File: src/rtl/core/sitda_fifo.sv
module sitda_fifo #(
    parameter int DATA_W = 37
) (
    input  logic              i_clk,
    input  logic              i_rst_n,
    input  logic              i_push,
    output logic              o_push_ready,
    input  logic [DATA_W-1:0] i_data,
    output logic              o_valid,
    input  logic              i_pop,
    output logic [DATA_W-1:0] o_data
);

    logic [1:0]        r_count;
    logic [DATA_W-1:0] r_data0;
    logic [DATA_W-1:0] r_data1;
    logic              push;
    logic              pop;

    assign o_push_ready = (r_count != 2'd2);
    assign o_valid      = (r_count != 2'd0);
    assign o_data       = r_data0;
    assign push         = i_push && o_push_ready;
    assign pop          = i_pop && o_valid;

    always_ff @(posedge i_clk) begin
        if (!i_rst_n) begin
            r_count <= 2'd0;
        end else if (push && !pop) begin
            r_count <= r_count + 2'd1;
        end else if (pop && !push) begin
            r_count <= r_count - 2'd1;
        end
        if (push && !pop) begin
            if (r_count == 2'd0) begin
                r_data0 <= i_data;
            end else begin
                r_data1 <= i_data;
            end
        end else if (pop && !push) begin
            r_data0 <= r_data1;
        end else if (push && pop) begin
            if (r_count == 2'd1) begin
                r_data0 <= i_data;
            end else begin
                r_data0 <= r_data1;
                r_data1 <= i_data;
            end
        end
    end

endmodule

File: config.mk
export PLATFORM = sky130hd
export DESIGN_NAME = sitda_fifo
export DESIGN_NICKNAME = d
export VERILOG_FILES = /design/src/rtl/core/sitda_fifo.sv
export SDC_FILE = /design/constraint.sdc
export NUM_CORES = 1
export LEC_CHECK = 0
export BUFFER_PORTS_ARGS = -buffer_cell sky130_fd_sc_hd__buf_4
export CORE_MARGIN = 1
export CORE_UTILIZATION = 43
export CTS_CLUSTER_DIAMETER = 80
export CTS_CLUSTER_SIZE = 10
export DETAILED_ROUTE_END_ITERATION = 8
export HOLD_SLACK_MARGIN = 0.02
export PLACE_DENSITY = 0.68
export SYNTH_ARGS = -nofsm -noshare
export SYNTH_HDL_FRONTEND = slang
export SYNTH_SLANG_ARGS = --single-unit
File: constraint.sdc
create_clock -name i_clk -period 4.8 [get_ports i_clk]
set_clock_uncertainty 0.1 [all_clocks]
set_input_delay 0 -clock i_clk [delete_from_list [all_inputs] [get_ports i_clk]]
set_output_delay 0 -clock i_clk [all_outputs]
set_load 0.005 [all_outputs]
==> results.tsv <==
metric	value	unit
max_cap viols	0	
RSZ-0062 raised after global routing	false	
DRC	8	
most frequent CP cell	inv_1	
Startpoint Class	flop	
Synth Area per Inst	20.06	µm²
largest family of logic cells by synthesized area	multiplexers	
clock buffer depth	2	
Compound-Gate Fraction of Synth Area	1.581	%
Initial Utilization	45.35	%
DIE WIDTH	84.54	µm
worst path cell trace	inv_1 -> ha_1 -> inv_1 -> nand2_1 -> inv_1 -> ha_1 -> inv_1 -> a21oi_4 -> buf_4 -> mux2_1	
Critical Path Start	r_count[0]	
warnings from Yosys	0	
vias in the first global route	1771	
Mapped Cells	146	
first-pass GRT wire length	8487	µm
Async S/R FF share, synth	0	%
DP HPWL	3340	µm
Via density	4.764	
Hold Vio Cnt, Final	0	
Reg clk slew, reported paths	0.07	ns
Synth Area in Simple Gates	1.111	%
Root Driver	clkbuf_8	
Vias	1677	
clock sink count	76	
global placement routability congestion	0.7032	
non-filler cells, final	352	
area delta synth->final	41.09	%
Post-Syn Nets	194	
Inst Count DP	301	
worst hold path class	input port to flop	
Hold Crit Start	i_pop	
die area	0.007146	mm²
die height	84.54	µm
xor-xnor portion of the synthesized cell area	0.2990	%
Core ar.	0.006459	mm²
number of synthesized register bits	76	
slowest stage delay, CP	0.76	ns
I/O pin cnt	80	
max_slew headroom	31.46	%
CTS tree	done	
initial antenna violation count	0	
Lkg Pwr	1.604	nW
total CTS buffers	9	
Seq/Total Area, Yosys	77.23	%
most frequent cells in the layout	81 x buf_4, 74 x edfxtp_1, 38 x dlygate4sd3_1	
number of port buffers	79	
grt met1 use	20.77	%
Power Density	572.0	mW/mm²
Post-CTS Setup Bufs	0	
slew of the pin with the lowest slew margin	1.026	ns
status	finished with violations	
GRT met3 Usage	3.933	%
commonest non-fill, non-tap cell in the layout	buf_4	
DRT iter0 DRCs	112	
min cycle time layout	3.218	ns
Initial DRT Pass Iterations	6	
H-Tree Depth	3	
row count	29	
post-synthesis adder-cell area fraction	2.990	%
total wire length	5491	µm
GR Util met2	25.13	%
Slew Viols, Final	0	
layout cells sized above 1	47.64	%
worst vdd ir	0.2494	mV
Top Usage Layer GRT	met2	
Max Fanout on Critical Path	30	
grt total ovfl	0	
Worst Path Arrival	3.20	ns
CP Class	flop to flop	
final layout net count	321	
WP data required	4.78	ns
GR Util All Layers	16.06	%
# diodes	0	
worst skew pair latency	0.33	ns
Final Setup Violations	0	
Primary FF master, synth	edfxtp_1	
post-synthesis mux area share	14.22	%
Setup TNS	0	ns
FMAX	310.7	MHz
failing checks	design-rule violations	
remaining antenna violation count	0	
Worst path slowest cell	a21oi_4	
post-synth cell types	15	
worst r2r src	r_count[0]	
period utilization	67.05	%
Routed wire per std cell	15.60	µm
CP Capture Type	flop	
Post-synth EDFFs	74	
pin count of the biggest net entering global routing	38	
Syn Std Cell Area	0.002929	mm²
[cells by family after synthesis]
family	count (synthesis)
mux	37
compound gates	6
xor+xnor	1
fa+ha+maj	7
buf+inv	11
flops	76
simple gates	8
[layout make-up]
| class | count | area (µm²) |
|---|---|---|
| Fill cell | 471 | 2326 |
| Multi-Input combinational cell | 59 | 610.6 |
| Timing Repair Buffer | 119 | 988.4 |
| Clock buffer | 10 | 127.6 |
| Sequential cell | 76 | 2262 |
| Tap cell | 77 | 96.34 |
| Clock inverter | 3 | 17.52 |
| Inverter | 8 | 30.03 |
[stage by stage]
stage               setup WS (ns)  utilization (%)  cell area [µm²]  hold WS, ns  power (mW)
floorplan                  0.8289                -             2929    -0.001131       1.625
global placement            1.687            55.85             3607      0.08887       1.945
detailed placement          1.575            55.85             3607      0.08814       1.969
CTS                         1.545            63.99             4133      0.08297       2.387
global route                1.378            63.99             4133       0.1143       2.489
finish                      1.582            63.99             4133      0.09173       2.364
[final timing paths]
kind                                   end  slack, ns  cells past startpoint
worst max register to register  o_data[17]       1.58                     10
worst max-delay path            o_data[17]       1.58                     10
worst min register to register  r_count[0]       0.41                      2
worst min-delay path            o_data[19]       0.09                      3
[per-layer routing]
| layer | part of all wire [%] | vias up |
|---|---|---|
| li1 | - | 807 |
| met1 | 46 | 800 |
| met2 | 47 | 59 |
| met3 | 4.7 | 11 |
| met4 | 2.3 | 0 |
| met5 | 0 | - |
[registers in the layout, indices dropped and copies added, names as in the netlist]
signal,count
o_data,37
r_data1,37
r_count,2
[power breakdown]
group          switching, mW  internal (mW)  leakage, nW
sequential            0.0697           1.08        0.713
combinational          0.402          0.423        0.817
clock                  0.214          0.177       0.0739
total                  0.685           1.68         1.60
[worst max-delay path, delay by kind of cell (launching register included)]
kind                     cells  cell delay, ns
buffers and inverters        5            0.76
AO/OA/AOI/OAI                1            0.76
adder cells (fa/ha/maj)      2            0.42
flip-flops                   1            0.38
multiplexers                 1            0.34
AND/OR/NAND/NOR              1            0.18
[cell usage after synthesis, types with 2 or more instances]
master	count	area share, %
edfxtp_1	74	76
mux2_2	35	13
inv_1	8	1.0
ha_1	7	3.0
nand2_1	4	0.51
buf_8	3	1.5
nor2_1	3	0.38
o21ai_0	3	0.51
dfxtp_1	2	1.4
mux2_1	2	0.77
[repair_timing]
action                                  in CTS  in global routing
resized for setup                            0                  0
hold endpoints to repair                    76                  0
hold buffers                                38                  0
endpoints found under the setup margin       0                  0
(Power assumes the default switching activity.)
