<file path="src/rtl/core/sitda_pkg.sv">
package sitda_pkg;

    localparam int MAX_DIGITS  = 10;
    localparam int DIGIT_IDX_W = $clog2(MAX_DIGITS);
    localparam int POW_W       = 34;
    localparam int CHAR_W      = 7;

    localparam logic [CHAR_W-1:0] ASCII_ZERO  = 7'd48;
    localparam logic [CHAR_W-1:0] ASCII_MINUS = 7'd45;

    typedef enum logic {
        ST_IDLE,
        ST_DIGIT
    } t_back_state;

    // Returns k times ten to the power idx.
    function automatic logic [POW_W-1:0] pow10_mul(
        input logic [DIGIT_IDX_W-1:0] idx,
        input logic [3:0]             k
    );
        logic [POW_W-1:0] p;
        case (idx)
            4'd0:    p = 34'd1;
            4'd1:    p = 34'd10;
            4'd2:    p = 34'd100;
            4'd3:    p = 34'd1000;
            4'd4:    p = 34'd10000;
            4'd5:    p = 34'd100000;
            4'd6:    p = 34'd1000000;
            4'd7:    p = 34'd10000000;
            4'd8:    p = 34'd100000000;
            4'd9:    p = 34'd1000000000;
            default: p = 34'd0;
        endcase
        return POW_W'(p * POW_W'(k));
    endfunction

endpackage

</file>
<file path="src/rtl/core/sitda_front.sv">
module sitda_front
    import sitda_pkg::*;
#(
    parameter int VALUE_WIDTH = 32
) (
    input  logic                               i_clk,
    input  logic                               i_rst_n,
    input  logic                               i_valid,
    output logic                               o_ready,
    input  logic [31:0]                        i_value,
    output logic                               o_push,
    input  logic                               i_push_ready,
    output logic [VALUE_WIDTH+DIGIT_IDX_W:0]   o_item
);

    logic                        r_valid;
    logic                        r_neg;
    logic [VALUE_WIDTH-1:0]      r_mag;
    logic [VALUE_WIDTH-1:0]      raw;
    logic [DIGIT_IDX_W-1:0]      ndig;
    logic                        accept;

    assign raw     = i_value[VALUE_WIDTH-1:0];
    assign o_push  = r_valid;
    assign o_ready = !r_valid || i_push_ready;
    assign accept  = i_valid && o_ready;

    always_ff @(posedge i_clk) begin
        if (!i_rst_n) begin
            r_valid <= 1'b0;
        end else if (o_ready) begin
            r_valid <= i_valid;
        end
        if (accept) begin
            r_neg <= raw[VALUE_WIDTH-1];
            r_mag <= raw[VALUE_WIDTH-1] ? (~raw + 1'b1) : raw;
        end
    end

    // The digit count is one plus the number of powers of ten from ten upward that are at or below the magnitude.
    always_comb begin
        ndig = DIGIT_IDX_W'(1);
        for (int i = 1; i < MAX_DIGITS; i++) begin
            if (POW_W'(r_mag) >= pow10_mul(DIGIT_IDX_W'(i), 4'd1)) begin
                ndig = ndig + 1'b1;
            end
        end
    end

    assign o_item = {r_neg, ndig, r_mag};

endmodule

</file>
<file path="config.mk">
export PLATFORM = sky130hd
export DESIGN_NAME = sitda_front
export DESIGN_NICKNAME = d
export VERILOG_FILES = /design/src/rtl/core/sitda_pkg.sv /design/src/rtl/core/sitda_front.sv
export SDC_FILE = /design/constraint.sdc
export NUM_CORES = 1
export LEC_CHECK = 0
export BUFFER_PORTS_ARGS = -buffer_cell sky130_fd_sc_hd__buf_4
export CORE_MARGIN = 2
export CORE_UTILIZATION = 30
export DETAILED_ROUTE_END_ITERATION = 16
export PLACE_DENSITY = 0.54
export RECOVER_POWER = 25
export SLEW_MARGIN = 20
export SYNTH_ARGS = -nofsm -noshare
export SYNTH_HDL_FRONTEND = slang
export SYNTH_SLANG_ARGS = --single-unit
</file>
<file path="constraint.sdc">
create_clock -name i_clk -period 12.7 [get_ports i_clk]
set_clock_uncertainty 0.1 [all_clocks]
set_input_delay 0.635 -clock i_clk [delete_from_list [all_inputs] [get_ports i_clk]]
set_output_delay 0.635 -clock i_clk [all_outputs]
set_load 0.01 [all_outputs]
</file>
==> impl_results.md, run 1 <==
- Outcome: finished with violations
- Failing checks: max-capacitance violations, max-slew violations
- Maximum clock path buffer count: 2
- Dpl cells: 487
- Worst path required time: 11.97 ns
- Fillers: 946
- Die ar.: 0.01027 mm2
- Post-CTS sizing: 0
- Gate Count Post-Synth: 289
- WL final: 6.581 mm
- Die height: 101.4 um
- Cell Area, Synth: 0.002844 mm2
- Setup bufs post-CTS: 0
- CP cell instances: nor4_1 > nand4_1 > or3_1 > nor3_1 > fa_1 > xnor2_4 > ha_1 > o21bai_1 > o21ai_0 > xnor2_1 > mux2_2 > ha_1 > o21ai_0 > xor2_1 > xnor2_1 > or3_1 > a311oi_1 > xnor2_1 > buf_4
- Final instance area: 0.003608 mm2
- Reg2Reg Setup Slack: 10.41 ns
- FFs w/ async S/R, synth: 0
- Critical path peak fanout: 4
- Clk root buf: clkbuf_8
- CTS sink count: 34
- Leakage: 0.001318 uW
- Total CTS buffers: 5
- # setup viols final: 0
- CTS tree: built
- Max-Slew Margin vs Limit: -0.1368
- Starting Density: 0.3078
- Final period utilization: 0.5129
- First-pass GRT wire length: 10.65 mm
- Vias per Instance: 4.853
- Synth Area per Inst: 9.841 um2
- Vias: 2,402
- Layout overhead on the synthesized area: 26.88%
- Post-CTS Hold Buffers: 0
- Worst Setup Path Type: reg2out
- # IOs: 75
- Routed length per instance: 13.29 um
- H-tree levels: 2
- Clock transition at path regs: 0.07 ns
- Clock latency on the worst-skew pair: 0.27 ns
- Register area share after synthesis: 0.3555
- Area leader, netlist: edfxtp_1
- Pin count of the biggest net entering global routing: 34
- Crit path max-delay cell type: fa_1
- Critical R2R Capture: r_mag[20]
- GPL Wtd Cong: 0.8571
- Commonest non-fill, non-tap cell in the layout: buf_4
- Fin nets: 412
- Post-synth EDFFs: 33
- Core footprint: 0.009240 mm2
- Critical Path Start: r_mag[26]
- Dominant synthesized flop cell: edfxtp_1
- Setup TNS Final: 0 ns
- Vias in the first global route: 2,243
- Ys Warns: 0
- Max Slew Vio Count: 34
- Crit path DAT: 5.78 ns
- Pin slew with the least headroom to its limit: 1.705 ns
- Routed Antenna Nets: 0
- N_diodes: 0
- Crit path top cell by count: xnor2_1
- Crit end category: primary output
- DP HPWL: 5.370 mm
- Die W: 101.4 um
- Max-Cap Viols: 1
- Number of library cell types mapped by synthesis: 57
- Reg2reg path depth: 3
- F_max: 153.5 MHz
- Port-buffer cells: 74
- Worst setup SP type: flop
- Area contributors post-synth: edfxtp_1 35%, xnor2_1 12%, ha_1 4.4%
- Buf/Inv on CP: 1
- Antenna violations before repair: 0
- Tot Pwr: 283.2 uW
- Top Family by Delay on Critical Path: simple AND/OR/NAND/NOR gates
- Fin cells: 495
- P per Cell Area: 78.49 mW/mm2
- Dpl cell area: 0.003542 mm2
- DRC violations left: 0
- Place WS: 6.465 ns
- VDD IR-drop max: 0.00004426 V
- Setup crit end: o_item[35]
- Worst setup margin: 6.187 ns
- Layout cells sized above 1: 0.2732
- DR pass1 iterations: 4
- Initial drt markers: 120
- GRT Residual Overflow: 0
- Critical path depth in cells: 19
- Slowest cell delay on critical path: 0.60 ns
- Top-area cell type share of the netlist area: 0.3484
- Flops & latches, synth: 34
- Hold Crit Start: o_push
- RSZ-0062 raised after global routing: false
- Post-Syn Nets: 336
- Min Tclk post-route: 6.513 ns
- Commonest cells after routing, fill and taps aside: 70 x buf_4, 40 x xnor2_1, 33 x edfxtp_1, 25 x nand2_1, 21 x o21ai_0
- Worst hold-check path type: reg2reg
- Fin. Hold Viols: 0
- GRT Total Usage: 0.1286
- Cell Rows: 35
- Reg-to-reg critical path startpoint: o_push
[registers in the layout (all words and copies together) (netlist names)]
| name | count |
|---|---|
| o_push | 1 |
| r_mag | 32 |
| r_neg | 1 |
[power breakdown]
group          switching [uW]  internal (uW)
logic                    29.9           31.3
clock network            35.9           37.6
registers                12.8            136
total                    78.6            205
[layer usage]
metal  part of all wire  global-route usage  wire length (um)  up-vias
met5                  0                   0                 0        -
met4             0.0099             0.03742                65        0
met3              0.025             0.01656               162        4
met2               0.51              0.2236              3329       44
met1               0.46              0.1673              3023     1124
li1                   -                   -                 -     1230
[area by class of cell]
type	instances	area, um2	share of cell area
clock buffer	6	72.57	0.02011
clock inverter	2	8.758	0.002427
inverter	12	45.04	0.01248
multi-input combinational	237	1762	0.4882
sequential	34	1011	0.2802
tap	129	161.4	0.04473
timing repair buffer	75	548.0	0.1519
[synthesized netlist by cell type (2+ instances only)]
library cell and count:
nand4_1 7, o31ai_4 2, xor2_2 2, mux2i_1 2
a21oi_1 8, nand2_1 25, xnor2_1 40, or2_2 4
or3_4 3, edfxtp_1 33, nor4_1 8, buf_1 2
or2_1 4, nor3_1 6, or3_1 11, mux2_2 5
inv_1 12, nand3_1 4, o31ai_1 8, nand4b_1 2
o31a_1 2, a31o_2 2, o41ai_1 3, o211ai_1 2
clkbuf_1 3, o21ai_0 21, and2_1 2, nand2b_1 5
o311a_1 2, o21bai_1 2, nor2_1 17, ha_1 10
or4_1 4, xor2_1 3
[worst min-delay path, stage by stage, from the launching register on]
cell and delay, ns:
dfxtp_1 0.32, nand2b_1 0.10, a21boi_0 0.08
[cells by family (layout without fill, tap and decap cells)]
family / Yosys count / count (layout) / share of synthesized area
AND/OR/NAND/NOR: 107 / 107 / 0.2068
XOR/XNOR: 47 / 47 / 0.1632
adder cells (fa/ha/maj): 11 / 11 / 0.05103
flip-flops: 34 / 34 / 0.3555
multiplexers: 7 / 7 / 0.02684
AO/OA/AOI/OAI: 65 / 65 / 0.1716
buffers and inverters: 18 / 95 / 0.02508
[worst min path at each step]
| stage | slack, ns | end | cells after the start |
|---|---|---|---|
| after floorplan | 0.51 | o_push | 2 |
| after global placement | 0.42 | o_push | 2 |
| after detailed placement | 0.44 | o_push | 2 |
| after CTS | 0.45 | r_mag[0] | 1 |
| after global routing | 0.50 | o_push | 2 |
| final | 0.44 | o_push | 2 |
[stage by stage]
stage / hold WS [ns] / utilization
2_1_floorplan: 0.5096 / -
3_3_place_gp: 0.4242 / 0.3833
3_5_place_dp: 0.4376 / 0.3833
4_1_cts: 0.4476 / 0.3921
5_1_grt: 0.5008 / 0.3905
6_report: 0.4448 / 0.3905
No activity file was read; power rests on OpenSTA's default activity.
==> run 2: changes to the inputs <==
==> constraint.sdc (replaced) <==
create_clock -name i_clk -period 6.6 [get_ports i_clk]
set_clock_uncertainty 0.1 [all_clocks]
set_input_delay 0.33 -clock i_clk [delete_from_list [all_inputs] [get_ports i_clk]]
set_output_delay 0.33 -clock i_clk [all_outputs]
set_load 0.01 [all_outputs]
==> run 2 against run 1 <==
Compared with the run above: the run now ends clean; clock-buffer cell count is the same; sequential power grew 93%; critical path type unchanged; first-iteration DRC count shrank 31%; routed wire length shrank 1.0%; combinational power grew 85%; cell count is the same; core utilization shrank 0.60 points; power grew 89%; via count shrank 1.4%; cell area shrank 1.5%.
==> impl_results.md, run 2 (synthesis gave the netlist of run 1 again) <==
- Outcome: finished clean
- Leakage: 0.001262 uW (-4.3%)
- WHS: 0.2077 ns (-0.2370 ns)
- Biggest register: r_mag
- N_diodes: 0 (unchanged)
- Crit path DAT: 5.59 ns (-0.19 ns)
- Number of flip-flops in the largest register: 32 (unchanged)
- Fin nets: 412 (unchanged)
- GPL Wtd Cong: 0.8570 (about the same)
- Max-Slew Margin vs Limit: 0.1047 (+0.2415)
- Worst Setup Path Type: reg2out
- Worst setup SP type: flop
- Slowest cell delay on critical path: 0.54 ns (-0.06 ns)
- Starting Density: 0.3078 (unchanged)
- VDD IR-drop max: 0.00009198 V (+110%)
- Pin count of the biggest net entering global routing: 34 (unchanged)
- CP cell instances: nor4_1 > nand4_1 > or3_1 > a211o_1 > inv_1 > fa_1 > xnor2_4 > ha_1 > o21bai_1 > o21ai_0 > xnor2_1 > mux2_2 > ha_1 > o21ai_0 > xor2_1 > xnor2_1 > or3_1 > a311oi_1 > xnor2_1 > buf_4
- Post-CTS Hold Buffers: 0 (unchanged)
- Routed Antenna Nets: 0 (unchanged)
- Max-Cap Viols: 0 (-1)
- Total CTS buffers: 5 (unchanged)
- Reg2reg path depth: 3 (unchanged)
- Commonest cells after routing, fill and taps aside: 55 x buf_4, 40 x xnor2_1, 33 x edfxtp_1, 25 x nand2_1
- Reg2Reg Setup Slack: 5.25 ns (-5.16 ns)
- Port-buffer cells: 74 (unchanged)
- Critical path peak fanout: 4 (unchanged)
- GRT Residual Overflow: 0 (unchanged)
- Hold Crit Endpoint: r_mag[0]
- Hold Path Stages: 1 (-1)
- DRC violations left: 0 (unchanged)
- Setup TNS Final: 0 ns (unchanged)
- H-tree levels: 2 (unchanged)
- First-pass GRT wire length: 10.58 mm (-0.65%)
- RSZ-0062 raised after global routing: false
- Cell Rows: 35 (unchanged)
- DP HPWL: 5.370 mm (unchanged)
- Pin slew with the least headroom to its limit: 1.343 ns (-0.3622 ns)
- Dpl cells: 487 (unchanged)
- # IOs: 75 (unchanged)
- Worst hold-check path type: in2reg
- Die ar.: 0.01027 mm2 (unchanged)
- DR pass1 iterations: 4 (unchanged)
- Vias: 2,368 (-1.4%)
- GRT Total Usage: 0.1285 (about the same)
- Hold Crit Start: i_value[0]
- Initial drt markers: 83 (-31%)
- P per Cell Area: 151.0 mW/mm2 (+92%)
- Clock latency on the worst-skew pair: 0.27 ns (about the same)
- Worst path required time: 6.17 ns (-5.80 ns)
- Max Slew Vio Count: 0 (-100%)
- CTS sink count: 34 (unchanged)
- Crit path top cell by count: xnor2_1
- Commonest non-fill, non-tap cell in the layout: buf_4
- WL final: 6.513 mm (-1.0%)
- Vias in the first global route: 2,235 (-0.36%)
- Area taken by multi-input logic gates: 0.001767 mm2 (+0.28%)
- Layout overhead on the synthesized area: 24.95%
- Critical R2R Capture: r_mag[20]
- Routed length per instance: 13.16 um (-1.0%)
- Maximum clock path buffer count: 2 (unchanged)
- Core footprint: 0.009240 mm2 (unchanged)
- Fin cells: 495 (unchanged)
- Crit path max-delay cell type: fa_1
- Reg-to-reg critical path startpoint: o_push
- Final period utilization: 0.9114
- Crit end category: primary output
- Min Tclk post-route: 6.015 ns
- Layout cells sized above 1: 0.2322 (-0.04098)
- Die height: 101.4 um (unchanged)
- # setup viols final: 0 (unchanged)
- Antenna violations before repair: 0 (unchanged)
- Die W: 101.4 um (unchanged)
- Clock transition at path regs: 0.06 ns (about the same)
- Register area: 0.001011 mm2 (unchanged)
- Fin. Hold Viols: 0 (unchanged)
- Clk root buf: clkbuf_8
- CTS tree: built
- F_max: 166.2 MHz
- Vias per Instance: 4.784 (-1.4%)
- Fillers: 964 (+1.9%)
-- run 2: changes by cell type in the layout (fill, tap and decap cells not counted) --
cell and delta:
and2_0 -1, clkbuf_4 -1, and2_1 +1, nor3_2 +1
nor3_1 -1, clkbuf_1 +16, buf_4 -15
-- run 2: critical path, delay by kind of cell (launching register included) --
family	cells	cell delay, ns
fa+ha+maj	3	1.02
buf+inv	2	0.27
mux	1	0.29
xor+xnor	5	0.92
compound gates	5	0.94
simple gates	4	1.45
flops	1	0.43
-- run 2: worst max-delay path by stage --
| stage | from | endpoint | slack (ns) | cells after the start |
|---|---|---|---|---|
| after global placement | r_mag[24] | o_item[35] | 0.81 | 19 |
| after CTS | r_mag[26] | o_item[35] | 0.39 | 19 |
| after detailed placement | r_mag[26] | o_item[35] | 0.69 | 19 |
| after floorplan | r_mag[24] | o_item[35] | 1.16 | 18 |
| after global routing | r_mag[26] | o_item[35] | 0.08 | 20 |
| final | r_mag[24] | o_item[35] | 0.58 | 20 |
-- run 2: report_power, final --
group	leakage, uW	internal (uW)	switching (uW)
sequential	0.000328	261	24.4
combinational	0.000891	54.9	57.8
clock	0.0000426	72.3	66.7
total	0.00126	388	149
-- run 2: stage by stage --
step                      power (uW)    util  setup WS [ns]  cell area [um2]
final                          536.7  0.3846         0.5847             3553
after global placement         409.2  0.3833         0.8148             3542
after CTS                      549.2  0.3921         0.3893             3623
after floorplan                341.9       -          1.162             2844
after detailed placement       409.6  0.3833         0.6908             3542
after global routing           565.2  0.3846        0.07837             3553
-- run 2: area by class of cell --
cell class | count | share of cell area
well taps | 129 | 0.04542
repair buffers | 75 | 0.1373
clock buffers | 6 | 0.02042
multi-input cells | 237 | 0.4972
clock inverters | 2 | 0.002465
inverters | 12 | 0.01268
flip-flops and latches | 34 | 0.2845
-- run 2: routing by layer --
layer / GRT usage / share of wire / wire (um)
met1: 0.1665 / 0.46 / 3020
met2: 0.2211 / 0.50 / 3256
met3: 0.01656 / 0.025 / 166
met4: 0.04366 / 0.011 / 70
met5: 0 / 0 / 0
-- run 2: what timing repair did --
action,CTS,global route
resized for setup,0,1
setup buffers,0,0
endpoints found under the setup margin,0,1
==> run 3: changes to the inputs <==
--- a/config.mk
+++ b/config.mk
@@ -5,6 +5,8 @@
 export SDC_FILE = /design/constraint.sdc
 export NUM_CORES = 1
 export LEC_CHECK = 0
+export ABC_AREA = 1
+export ABC_CLOCK_PERIOD_IN_PS = 6600
 export BUFFER_PORTS_ARGS = -buffer_cell sky130_fd_sc_hd__buf_4
 export CORE_MARGIN = 2
 export CORE_UTILIZATION = 30
==> run 3 against run 2 <==
Compared with the run above: register-to-register slack got worse by 0.29 ns; die area rose by 12%; synthesized cell count rose by 57%; core utilization fell by 0.34 points; fmax rose by 21%; sequential power barely moved; cell area rose by 11%; largest cell class unchanged.
==> impl_results.md, run 3 <==
- Outcome: finished clean
- Ys Warns: 0 (unchanged)
- Vias per Instance: 4.528 (-5.4%)
- Routed length per instance: 11.42 um (-13%)
- Clk root buf: clkbuf_8
- Top Family by Delay on Critical Path: simple AND/OR/NAND/NOR gates
- Initial drt markers: 82 (-1.2%)
- Dpl cell area: 0.003931 mm2 (+11%)
- Setup TNS Final: 0 ns (unchanged)
- Final instance area: 0.003953 mm2 (+11%)
- Layout overhead on the synthesized area: 23.16%
- Die height: 107.4 um (+6.0%)
- Port-buffer cells: 74 (unchanged)
- CP cell instances: nor2_2 > inv_1 > nor2_1 > nand2_1 > nor3b_1 > nand2_1 > inv_1 > fa_1 > nand4_1 > nand2_1 > ha_1 > nand2_1 > nand2_4 > nand2_1 > nand2_1 > o21ai_0 > ha_1 > or2_1 > nand3_1 > nand2_1 > ha_1 > nor2_1 > a31oi_1 > buf_4
- Cell Rows: 37 (+5.7%)
- FFs w/ async S/R, synth: 0 (unchanged)
- Cell Area, Synth: 0.003209 mm2 (+13%)
- Top-area cell type share of the netlist area: 0.3088 (-0.03967)
- N_diodes: 0 (unchanged)
- Biggest register: r_mag
- Core footprint: 0.01037 mm2 (+12%)
- Gate Count Post-Synth: 454 (+57%)
- Place WS: 1.918 ns (+1.227 ns)
- F_max: 200.5 MHz (+21%)
- Crit path DAT: 4.56 ns (-1.03 ns)
- Layout cells sized above 1: 0.2308 (-0.001471)
- Setup bufs post-CTS: 0 (unchanged)
- CTS tree: built
- Flops & latches, synth: 34 (unchanged)
- Fin. Hold Viols: 0 (unchanged)
- GRT Residual Overflow: 0 (unchanged)
- Max-Cap Viols: 0 (unchanged)
- Maximum clock path buffer count: 2 (unchanged)
- Buf/Inv on CP: 3 (+1)
- Die ar.: 0.01154 mm2 (+12%)
- Post-Syn Nets: 501 (+49%)
- Worst setup margin: 1.612 ns (+1.027 ns)
- Leakage: 0.001782 uW (+41%)
- Pin slew with the least headroom to its limit: 1.011 ns (-0.3319 ns)
- Post-synth EDFFs: 33 (unchanged)
- Dominant synthesized flop cell: edfxtp_1
- RSZ-0062 raised after global routing: false
- Antenna violations before repair: 0 (unchanged)
- Crit end category: primary output
- Worst path required time: 6.17 ns (about the same)
- Max Slew Vio Count: 0 (unchanged)
- Commonest non-fill, non-tap cell in the layout: nand2_1
- Commonest cells after routing, fill and taps aside: 94 x nand2_1, 58 x inv_1, 57 x nor2_1, 57 x buf_4, 34 x nand3_1
- H-tree levels: 2 (unchanged)
- P per Cell Area: 143.9 mW/mm2 (-4.7%)
- Total CTS buffers: 5 (unchanged)
- DR pass1 iterations: 4 (unchanged)
- Crit path max-delay cell type: edfxtp_1
- Post-CTS Hold Buffers: 0 (unchanged)
- Synth Area per Inst: 7.069 um2 (-28%)
- Die W: 107.4 um (+6.0%)
- Worst Setup Path Type: reg2out
- # setup viols final: 0 (unchanged)
- VDD IR-drop max: 0.00008371 V (-9.0%)
- Fin nets: 579 (+41%)
- DRC violations left: 0 (unchanged)
- Area contributors post-synth: edfxtp_1 31%, nand2_1 11%, inv_1 6.8%
- GRT Total Usage: 0.1393 (+0.01076)
- First-pass GRT wire length: 13.11 mm (+24%)
- CTS sink count: 34 (unchanged)
- Final period utilization: 0.7558 (-0.1556)
- # IOs: 75 (unchanged)
- Slowest cell delay on critical path: 0.53 ns (about the same)
- Critical path peak fanout: 7 (+3)
- Pin count of the biggest net entering global routing: 34 (unchanged)
- Starting Density: 0.3095 (+0.001697)
- Max-Slew Margin vs Limit: 0.3244 (+0.2197)
- Register area share after synthesis: 0.3150 (-0.04047)
- Crit path top cell by count: nand2_1
- Worst setup SP type: flop
- Top cell types by occurrence after synthesis: 94 x nand2_1, 58 x inv_1, 57 x nor2_1
- Routed Antenna Nets: 0 (unchanged)
- Min Tclk post-route: 4.988 ns (-1.027 ns)
- Vias in the first global route: 2,966 (+33%)
- Area leader, netlist: edfxtp_1
- DP HPWL: 6.408 mm (+19%)
- Number of library cell types mapped by synthesis: 42 (-26%)
- Vias: 3,029 (+28%)
- GPL Wtd Cong: 0.8035 (-6.2%)
- Clock latency on the worst-skew pair: 0.28 ns (about the same)
- Worst hold-check path type: in2reg
- Number of flip-flops in the largest register: 32 (unchanged)
- Most numerous cell in the Yosys netlist: nand2_1
- WL final: 7.643 mm (+17%)
- Clock transition at path regs: 0.07 ns (about the same)
- Post-CTS sizing: 0 (unchanged)
## run 3: cell types whose count changed after synthesis, moves of 11 or more
cell | previous run | this run
nand2_2 | 0 | 17
inv_1 | 12 | 58
nand3_1 | 4 | 34
inv_2 | 0 | 15
xor2_1 | 3 | 14
xnor2_1 | 40 | 16
nor2_1 | 17 | 57
or3_1 | 11 | 0
nand2_1 | 25 | 94
## run 3: path summary, 6_finish.rpt
path | cells past startpoint | endpoint | from | slack (ns)
setup reg to reg | 1 | r_mag[10] | o_push | 4.96
hold / removal | 2 | o_push | i_rst_n | 0.20
setup / recovery | 24 | o_item[33] | r_mag[13] | 1.61
hold reg to reg | 2 | o_push | o_push | 0.45
## run 3: cell type report
class	count	area [um2]
Fill cell	1136	6417
Multi-Input combinational cell	342	1913
Sequential cell	34	1011
Timing Repair Buffer	74	491.7
Inverter	75	281.5
Tap cell	136	170.2
Clock buffer	5	68.82
Clock inverter	3	16.27
## run 3: cell families after synthesis
kind of cell,Yosys count,synth area share
flops,34,0.3150
simple gates,259,0.3879
fa+ha+maj,11,0.04522
buf+inv,78,0.09240
compound gates,42,0.07758
xor+xnor,30,0.08187
## run 3: per-stage QoR
step                hold slack [ns]  power [uW]  std cells  utilization
floorplan                    0.3289       357.7        454            -
global placement             0.4362       429.1        661       0.3791
detailed placement           0.4366       429.6        661       0.3791
CTS                          0.1404       578.5        669       0.3873
global route                 0.2132       598.7        669       0.3812
finish                       0.2040       568.6        669       0.3812
## run 3: metal layers
layer / part of all wire / track usage / routed length, um / vias up
met2: 0.51 / 0.2572 / 3936 / 39
li1: - / - / - / 1628
met3: 0.023 / 0.01937 / 174 / 5
met5: 0 / 0 / 0 / -
met4: 0.012 / 0.04212 / 93 / 0
met1: 0.45 / 0.1664 / 3438 / 1357
## run 3: report_power, final
part           total [uW]  leakage [uW]  internal [uW]  switching, uW
combinational         134       0.00141           57.9           76.4
sequential            283      0.000328            261           22.6
clock                 151     0.0000416           72.2           78.8
total                 569       0.00178            391            178
